===== config.mk =====
export PLATFORM = sky130hd
export DESIGN_NAME = block_boundary_chunk_splitter_flat
export DESIGN_NICKNAME = d
export VERILOG_FILES = /design/src/rtl/bcs_pkg.sv /design/src/rtl/bcs_if.sv /design/src/rtl/block_boundary_chunk_splitter.sv /design/src/rtl/bcs_divider.sv /design/src/flat_wrapper.sv
export SDC_FILE = /design/constraint.sdc
export NUM_CORES = 1
export LEC_CHECK = 0
export BUFFER_PORTS_ARGS = -buffer_cell sky130_fd_sc_hd__buf_2
export CAP_MARGIN = 20
export CORE_UTILIZATION = 45
export DETAILED_ROUTE_END_ITERATION = 8
export GPL_ROUTABILITY_DRIVEN = 0
export PLACE_DENSITY = 0.62
export SLEW_MARGIN = 15
export SYNTH_ARGS = -nofsm -noshare
export SYNTH_HDL_FRONTEND = slang
export SYNTH_SLANG_ARGS = --single-unit

===== constraint.sdc =====
create_clock -name clk -period 12.7 [get_ports clk]
set_input_delay 0 -clock clk [delete_from_list [all_inputs] [get_ports clk]]
set_output_delay 0 -clock clk [all_outputs]
set_load 0.05 [all_outputs]

===== src/rtl/bcs_pkg.sv =====
`timescale 1ns / 1ps
// ----------------------------------------------------------------------------
// Block boundary chunk splitter package
// Shared widths, configuration register indexes, reset values and input opcodes.
// ----------------------------------------------------------------------------
package bcs_pkg;

  // Byte offsets and range lengths.
  localparam int OFS_W = 48;
  // Block size and chunk length.
  localparam int BS_W  = 33;
  // Server index.
  localparam int SRV_W = 8;
  // Iteration counter of the divider, one step per offset bit.
  localparam int CNT_W = $clog2(OFS_W);

  // Configuration port.
  localparam int CFG_INDEX_W = 1;
  localparam int CFG_DATA_W  = BS_W;

  localparam logic [CFG_INDEX_W-1:0] REG_BLK_BYTES    = 1'd0;
  localparam logic [CFG_INDEX_W-1:0] REG_SERVER_INDEX = 1'd1;

  localparam logic [BS_W-1:0] BLK_BYTES_RESET = BS_W'(4096);

  // Input opcodes.
  localparam logic OP_LOAD = 1'b0;
  localparam logic OP_STEP = 1'b1;

endpackage


===== src/rtl/bcs_if.sv =====
`timescale 1ns / 1ps
// ----------------------------------------------------------------------------
// Block boundary chunk splitter channels
// Valid/ready channels for the request beats and the result beats.
// ----------------------------------------------------------------------------
interface bcs_req_if;
  logic                      valid;
  logic                      ready;
  logic                      opcode;
  logic [bcs_pkg::OFS_W-1:0] range_length;
  logic [bcs_pkg::OFS_W-1:0] range_offset;

  modport source (output valid, output opcode, output range_length, output range_offset,
                  input ready);
  modport sink   (input valid, input opcode, input range_length, input range_offset,
                  output ready);
endinterface

interface bcs_rsp_if;
  logic                      valid;
  logic                      ready;
  logic                      has_chunk;
  logic [bcs_pkg::SRV_W-1:0] target_server;
  logic [bcs_pkg::BS_W-1:0]  chunk_length;
  logic [bcs_pkg::OFS_W-1:0] chunk_offset;
  logic [bcs_pkg::OFS_W-1:0] block_number;

  modport source (output valid, output has_chunk, output target_server,
                  output chunk_length, output chunk_offset, output block_number,
                  input ready);
  modport sink   (input valid, input has_chunk, input target_server,
                  input chunk_length, input chunk_offset, input block_number,
                  output ready);
endinterface


===== src/rtl/block_boundary_chunk_splitter.sv =====
`timescale 1ns / 1ps
// ----------------------------------------------------------------------------
// Block boundary chunk splitter
// Hands out a loaded byte range as chunks that never cross a block boundary.
// ----------------------------------------------------------------------------
// Usage:
// The req channel carries request beats. A load beat (opcode 0) stores the
// range length and start offset; it gives no result and the block is ready
// again in the next cycle. A step beat (opcode 1) gives exactly one result
// beat on the rsp channel: the next chunk (offset, block number and a length
// that ends at the next block boundary or at the end of the range) for the
// configured server, or a beat with has_chunk low once the range is used up.
// A step with length left passes through the radix-2 divider, which yields
// the block number and the offset within the block one bit per offset bit,
// then takes its quotient and goes through states for room, chunk length,
// state update and hand-off to the result register; the next beat is taken
// once the block is back in idle. A step on a finished range goes straight
// to the hand-off with an all-zero result. While the receiver stalls, the
// output register holds its beat and a later result waits in its own
// register, holding off the input until the slot frees. Reset empties the
// output, clears the range and sets the block size to 4096 and server_index
// to 0. The user writes configuration via cfg_write, cfg_index and cfg_data
// while idle; the block does not enforce it. A block size of zero acts as one.
// ----------------------------------------------------------------------------
module block_boundary_chunk_splitter (
  input  logic                             clk,
  input  logic                             rst,
  bcs_req_if.sink                          req,
  bcs_rsp_if.source                        rsp,
  input  logic                             cfg_write,
  input  logic [bcs_pkg::CFG_INDEX_W-1:0]  cfg_index,
  input  logic [bcs_pkg::CFG_DATA_W-1:0]   cfg_data
);

  typedef enum logic [2:0] {
    S_IDLE,
    S_DIV,
    S_ROOM,
    S_LEN,
    S_UPDATE,
    S_EMIT
  } state_t;

  state_t state;

  // Configuration registers.
  logic [bcs_pkg::BS_W-1:0]  blk_bytes;
  logic [bcs_pkg::SRV_W-1:0] server_index;

  // Range state.
  logic [bcs_pkg::OFS_W-1:0] remaining_length;
  logic [bcs_pkg::OFS_W-1:0] current_offset;

  // Working registers for one step.
  logic [bcs_pkg::BS_W-1:0]  bs_eff;
  logic [bcs_pkg::BS_W-1:0]  room;
  logic [bcs_pkg::BS_W-1:0]  len;

  // Pending result, waiting for the output slot.
  logic                      res_has;
  logic [bcs_pkg::BS_W-1:0]  res_len;
  logic [bcs_pkg::OFS_W-1:0] res_off;
  logic [bcs_pkg::OFS_W-1:0] res_blk;

  // Output register.
  logic                      out_valid;
  logic                      out_has;
  logic [bcs_pkg::SRV_W-1:0] out_srv;
  logic [bcs_pkg::BS_W-1:0]  out_len;
  logic [bcs_pkg::OFS_W-1:0] out_off;
  logic [bcs_pkg::OFS_W-1:0] out_blk;

  logic                      req_fire;
  logic                      div_start;
  logic                      div_done;
  logic [bcs_pkg::OFS_W-1:0] div_quo;
  logic [bcs_pkg::BS_W-1:0]  div_rem;
  logic [bcs_pkg::BS_W-1:0]  bs_now;
  logic                      slot_free;

  assign req.ready = (state == S_IDLE);
  assign req_fire  = req.valid && req.ready;

  // A zero block size behaves as a block of one byte.
  assign bs_now    = (blk_bytes == '0) ? bcs_pkg::BS_W'(1) : blk_bytes;
  assign div_start = req_fire && (req.opcode == bcs_pkg::OP_STEP) &&
                     (remaining_length != '0);

  assign slot_free = !out_valid || rsp.ready;

  assign rsp.valid         = out_valid;
  assign rsp.has_chunk     = out_has;
  assign rsp.target_server = out_srv;
  assign rsp.chunk_length  = out_len;
  assign rsp.chunk_offset  = out_off;
  assign rsp.block_number  = out_blk;

  bcs_divider u_div (
    .clk       (clk),
    .rst       (rst),
    .start     (div_start),
    .dividend  (current_offset),
    .divisor   (bs_now),
    .done      (div_done),
    .quotient  (div_quo),
    .remainder (div_rem)
  );

  always_ff @(posedge clk) begin
    if (rst) begin
      state            <= S_IDLE;
      blk_bytes        <= bcs_pkg::BLK_BYTES_RESET;
      server_index     <= '0;
      remaining_length <= '0;
      current_offset   <= '0;
      out_valid        <= 1'b0;
    end else begin
      if (cfg_write) begin
        case (cfg_index)
          bcs_pkg::REG_BLK_BYTES:    blk_bytes    <= cfg_data;
          bcs_pkg::REG_SERVER_INDEX: server_index <= cfg_data[bcs_pkg::SRV_W-1:0];
          default: ;
        endcase
      end

      // A new beat enters the output slot when it is free; otherwise the slot
      // empties once the receiver takes its beat.
      if ((state == S_EMIT) && slot_free) begin
        out_valid <= 1'b1;
      end else if (rsp.ready) begin
        out_valid <= 1'b0;
      end

      case (state)
        S_IDLE: begin
          if (req_fire) begin
            if (req.opcode == bcs_pkg::OP_LOAD) begin
              remaining_length <= req.range_length;
              current_offset   <= req.range_offset;
            end else if (remaining_length == '0) begin
              // Finished range: an all-zero result, state unchanged.
              res_has <= 1'b0;
              res_len <= '0;
              res_off <= '0;
              res_blk <= '0;
              state   <= S_EMIT;
            end else begin
              bs_eff <= bs_now;
              state  <= S_DIV;
            end
          end
        end
        S_DIV: begin
          if (div_done) begin
            res_blk <= div_quo;
            state   <= S_ROOM;
          end
        end
        S_ROOM: begin
          // The remainder is below the block size, so the room is at least one.
          room  <= bs_eff - div_rem;
          state <= S_LEN;
        end
        S_LEN: begin
          if (remaining_length < {{(bcs_pkg::OFS_W-bcs_pkg::BS_W){1'b0}}, room}) begin
            len <= remaining_length[bcs_pkg::BS_W-1:0];
          end else begin
            len <= room;
          end
          state <= S_UPDATE;
        end
        S_UPDATE: begin
          res_has          <= 1'b1;
          res_len          <= len;
          res_off          <= current_offset;
          remaining_length <= remaining_length -
                              {{(bcs_pkg::OFS_W-bcs_pkg::BS_W){1'b0}}, len};
          current_offset   <= current_offset +
                              {{(bcs_pkg::OFS_W-bcs_pkg::BS_W){1'b0}}, len};
          state            <= S_EMIT;
        end
        S_EMIT: begin
          if (slot_free) begin
            out_has <= res_has;
            out_srv <= res_has ? server_index : '0;
            out_len <= res_len;
            out_off <= res_off;
            out_blk <= res_blk;
            state   <= S_IDLE;
          end
        end
        default: begin
          state <= S_IDLE;
        end
      endcase
    end
  end

endmodule


===== src/rtl/bcs_divider.sv =====
`timescale 1ns / 1ps
// ----------------------------------------------------------------------------
// Block boundary chunk splitter divider
// Radix-2 restoring divider: offset by block size, one quotient bit a cycle.
// ----------------------------------------------------------------------------
module bcs_divider (
  input  logic                      clk,
  input  logic                      rst,
  input  logic                      start,
  input  logic [bcs_pkg::OFS_W-1:0] dividend,
  input  logic [bcs_pkg::BS_W-1:0]  divisor,
  output logic                      done,
  output logic [bcs_pkg::OFS_W-1:0] quotient,
  output logic [bcs_pkg::BS_W-1:0]  remainder
);

  logic                      busy;
  logic [bcs_pkg::CNT_W-1:0] cnt;
  logic [bcs_pkg::BS_W-1:0]  dsr;
  logic [bcs_pkg::BS_W:0]    trial;
  logic                      fits;

  // The partial remainder stays below the divisor, so the trial value is
  // below twice the divisor and one subtraction restores it.
  assign trial = {remainder, quotient[bcs_pkg::OFS_W-1]};
  assign fits  = trial >= {1'b0, dsr};

  always_ff @(posedge clk) begin
    if (rst) begin
      busy <= 1'b0;
      done <= 1'b0;
      cnt  <= '0;
    end else begin
      done <= 1'b0;
      if (start) begin
        busy      <= 1'b1;
        cnt       <= bcs_pkg::CNT_W'(bcs_pkg::OFS_W - 1);
        dsr       <= divisor;
        quotient  <= dividend;
        remainder <= '0;
      end else if (busy) begin
        if (fits) begin
          remainder <= bcs_pkg::BS_W'(trial - {1'b0, dsr});
        end else begin
          remainder <= trial[bcs_pkg::BS_W-1:0];
        end
        quotient <= {quotient[bcs_pkg::OFS_W-2:0], fits};
        if (cnt == '0) begin
          busy <= 1'b0;
          done <= 1'b1;
        end else begin
          cnt <= cnt - bcs_pkg::CNT_W'(1);
        end
      end
    end
  end

endmodule

===== src/flat_wrapper.sv =====
// flat-port wrapper written by rule: the top's interface ports become plain ports
module block_boundary_chunk_splitter_flat 
  (clk, rst, cfg_write, cfg_index, cfg_data, req_valid, req_opcode, req_range_length, req_range_offset, req_ready, rsp_valid, rsp_has_chunk, rsp_target_server, rsp_chunk_length, rsp_chunk_offset, rsp_block_number, rsp_ready);
  bcs_req_if req_i ();
  bcs_rsp_if rsp_i ();
  input  logic clk;
  input  logic rst;
  input  logic cfg_write;
  input  logic [bcs_pkg::CFG_INDEX_W-1:0] cfg_index;
  input  logic [bcs_pkg::CFG_DATA_W-1:0] cfg_data;
  input wire logic [$bits(req_i.valid)-1:0] req_valid;
  input wire logic [$bits(req_i.opcode)-1:0] req_opcode;
  input wire logic [$bits(req_i.range_length)-1:0] req_range_length;
  input wire logic [$bits(req_i.range_offset)-1:0] req_range_offset;
  output wire logic [$bits(req_i.ready)-1:0] req_ready;
  output wire logic [$bits(rsp_i.valid)-1:0] rsp_valid;
  output wire logic [$bits(rsp_i.has_chunk)-1:0] rsp_has_chunk;
  output wire logic [$bits(rsp_i.target_server)-1:0] rsp_target_server;
  output wire logic [$bits(rsp_i.chunk_length)-1:0] rsp_chunk_length;
  output wire logic [$bits(rsp_i.chunk_offset)-1:0] rsp_chunk_offset;
  output wire logic [$bits(rsp_i.block_number)-1:0] rsp_block_number;
  input wire logic [$bits(rsp_i.ready)-1:0] rsp_ready;
  assign req_i.valid = req_valid;
  assign req_i.opcode = req_opcode;
  assign req_i.range_length = req_range_length;
  assign req_i.range_offset = req_range_offset;
  assign req_ready = req_i.ready;
  assign rsp_valid = rsp_i.valid;
  assign rsp_has_chunk = rsp_i.has_chunk;
  assign rsp_target_server = rsp_i.target_server;
  assign rsp_chunk_length = rsp_i.chunk_length;
  assign rsp_chunk_offset = rsp_i.chunk_offset;
  assign rsp_block_number = rsp_i.block_number;
  assign rsp_i.ready = rsp_ready;
  block_boundary_chunk_splitter u_core (.clk(clk), .rst(rst), .req(req_i), .rsp(rsp_i), .cfg_write(cfg_write), .cfg_index(cfg_index), .cfg_data(cfg_data));
endmodule

==> impl_results.md <==
- RSZ-0062 raised after global routing: no
- Worst R2R Path Depth: 16
- Post-CTS Setup Repair Bufs: 0
- CTS H-tree lvls: 3
- DR WL/cell: between 15 and 20 um
- Via count of the first global-routing pass: roughly 22000
- Row count: 96
- Die Wd: ~270 um
- Grt total ovfl: 0
- Yosys reg bits: 630
- Drt pass-1 iters: 6
- Dpl ws: roughly 8 ns
- Layout cell share with drive strength beyond 1: between 10% and 20%
- Critical path required time: ~13 ns
- WP data arrival: ~5.4 ns
- Fin crit share: between 40% and 50%
- Root Buffer: clkbuf_16
- Syn_nets: approximately 3100
- Hold Crit Depth: 2
- Clock Path Buffers: 3
- R2r endpoint: u_core.u_div.remainder[4]$_SDFFCE_PP0P_
- Clk sink count: 630
- Worst r2r src: u_core.u_div.quotient[47]$_DFFE_PP_
- Critical path class: reg2reg
- CP Max Fanout: 36
- Clock Pin Slew Worst Setup and Hold Paths: ~0.06 ns
- Port Buffer Count: around 280
- DRC: 0
- Mapped cell area: 31200 um2
- Final ANT Viol Nets: 0
- Die ar.: between 70000 and 80000 um2
- Fill count: roughly 6000
- CORE AREA: about 69000 um2
- Mean cell area of the mapped netlist: 11.0 um2
- Status: finished, final reports clean
- Overall global routing resource usage: 21.9%
- Die Ht: 265 um
- I/O pin cnt: roughly 280
- HP Class: in2reg
- Yosys warnings: 0
- Most numerous cell in the Yosys netlist: edfxtp_1
- Fmax: between 150 and 200 MHz
- Worst reg-to-reg setup slack: 7.62 ns
- Relative slew slack: between 30% and 40%
- Leakage power: approximately 15 nW
- Cell area power density: 130 nW/um2
- Final hold vios: 0
- Vias per inst: roughly 5.4
- Post-synth top cells: edfxtp_1 (481), nor2_1 (243), nand2_1 (227), a21oi_1 (204), inv_1 (174)
- Synth Flop Type: edfxtp_1
- Largest net degree at the start of global routing: 90
- Initial drt markers: 2507
- Hold endpoint: u_core.current_offset[40]$_SDFFE_PP0P_
- Layout Utilization: between 50% and 60%
- Setup WS post-layout: roughly 7.6 ns
- HPWL Detailed: roughly 55000 um
- CP Capture Type: flop
- CP Launch Type: flop
- Endpoints failing setup: 0
- Worst-skew pair later-pin latency: approximately 0.63 ns
- CTS tree: yes
- First-pass GRT wire length: between 100000 and 150000 um
- Initial core utilization: 45.5%
- Initial antenna violation count: 1
- Worst Tran Pin Value: 1.02 ns
- Netlist cell types: between 70 and 80
- Cts bufs inserted: just under 70
- Hold path startpoint: rst
- Net count reported at finish: 3505
- Vias: around 23000
- Max Cap Viol: 0
- Maximum vdd ir drop: between 0.09 and 0.1 mV
- Clock Skews: between 0.02 and 0.03 ns
- Post-synth EDFFs: about 480
- Routed wire length: 77700 um
- Post-synth ARST share: 0%
- Area Overhead vs Synth: 19.0%
- Period minus WS final: roughly 5.1 ns
- Post-synth top area share: a little under half
- Final TNS setup: 0 ns
- Top area cells in the synthesized netlist: edfxtp_1 (46%), dfxtp_1 (9.6%), ha_1 (6.6%)
- Seq/Total Area, Yosys: 55.8%
- Area leader, netlist: edfxtp_1
- Slew Viols, Final: 0
- Mapped Cells: between 2000 and 3000
what timing repair did:
action	CTS	global route
hold buffers	154	0
resized for setup	0	0
hold endpoints to repair	139	0
where the power goes:
| group | internal [mW] | total, mW | switching [mW] |
|---|---|---|---|
| combinational | 0.273 | 0.617 | 0.344 |
| clock | 1.04 | 1.87 | 0.826 |
| sequential | 2.28 | 2.33 | 0.0543 |
layer usage:
metal	part of all wire, %	GRT usage (%)	vias up
met1	44	30.0	10682
met4	2.8	7.00	0
met3	6.0	3.04	148
li1	-	-	11076
met2	47	36.0	829
met5	0	0	-
cells by family after synthesis:
logic type / count (synthesis) / synth area share [%]
XOR/XNOR: 121 / 3.39
flip-flops: 630 / 55.8
AND/OR/NAND/NOR: 836 / 12.8
buffers and inverters: 327 / 3.98
multiplexers: 104 / 3.65
adder cells (fa/ha/maj): 169 / 6.87
AO/OA/AOI/OAI: 642 / 13.4
cell usage in the layout, fill, tap and decap left out, drive strengths merged, types with 80 or more instances in the layout:
cell	Yosys	layout
a21oi	206	206
dfxtp	149	149
edfxtp	481	481
nand2	227	227
mux2	80	80
nor2	243	243
a21o	82	82
ha	165	165
buf	23	300
dlygate4sd3	0	154
clkbuf	130	89
inv	174	180
o21ai	99	99
flip-flops by register name, indices dropped and copies added, names as in the netlist, 33 cells and up:
name,flops
u_core.current_offset,48
u_core.remaining_length,48
u_core.res_blk,48
u_core.res_off,48
u_core.rsp.block_number,48
u_core.rsp.chunk_offset,48
u_core.u_div.quotient,48
u_core.blk_bytes,33
u_core.bs_eff,33
u_core.len,33
u_core.res_len,33
u_core.room,33
u_core.rsp.chunk_length,33
u_core.u_div.dsr,33
u_core.u_div.remainder,33
through the flow:
| step | hold slack, ns | std cells | power (mW) | area, um2 |
|---|---|---|---|---|
| floorplan | 0.124 | 2829 | 2.79 | 31200 |
| global route | 0.0587 | 4187 | 5.00 | 37100 |
| detailed placement | 0.245 | 3905 | 2.94 | 33500 |
| finish | 0.0328 | 4187 | 4.82 | 37100 |
| CTS | 0.00105 | 4184 | 4.85 | 37100 |
| global placement | 0.241 | 3905 | 2.93 | 33500 |
how the worst max path moves through the flow:
stage / startpoint / endpoint / slack [ns] / depth (start not counted)
finish: u_core.u_div.quotient[47]$_DFFE_PP_ / u_core.u_div.remainder[4]$_SDFFCE_PP0P_ / 7.62 / 16
global placement: u_core.u_div.quotient[47]$_DFFE_PP_ / u_core.u_div.remainder[3]$_SDFFCE_PP0P_ / 7.98 / 16
detailed placement: u_core.u_div.quotient[47]$_DFFE_PP_ / u_core.u_div.remainder[9]$_SDFFCE_PP0P_ / 7.81 / 16
CTS: u_core.u_div.quotient[47]$_DFFE_PP_ / u_core.u_div.remainder[4]$_SDFFCE_PP0P_ / 7.78 / 16
floorplan: u_core.state[2]$_SDFFE_PP0P_ / u_core.rsp.block_number[0]$_DFFE_PP_ / 1.41 / 5
global route: u_core.u_div.quotient[47]$_DFFE_PP_ / u_core.u_div.remainder[4]$_SDFFCE_PP0P_ / 7.37 / 16
layout make-up:
type	instances	area (um2)	share of cell area (%)
Sequential cell	630	17400	46.9
Multi-Input combinational cell	1872	12700	34.1
Inverter	174	653	1.76
Clock inverter	36	288	0.775
Timing Repair Buffer	454	3140	8.46
Antenna cell	1	2.50	0.00674
Clock buffer	89	1800	4.85
Tap cell	931	1160	3.14
worst max-delay path: stages, from the launching register on:
cell and delay [ns]:
edfxtp_1 0.35, inv_1 0.20, ha_1 0.18, inv_1 0.06, fa_1 0.40, a21oi_1 0.27
o221ai_1 0.20, a2111oi_0 0.75, nor3_1 0.26, a21oi_1 0.33, a211oi_1 0.16, a31oi_1 0.18
o21ai_1 0.11, a211oi_4 0.51, buf_4 0.50, mux2i_1 0.25, nor2_1 0.06
No activity file was read; power rests on OpenSTA's default activity.
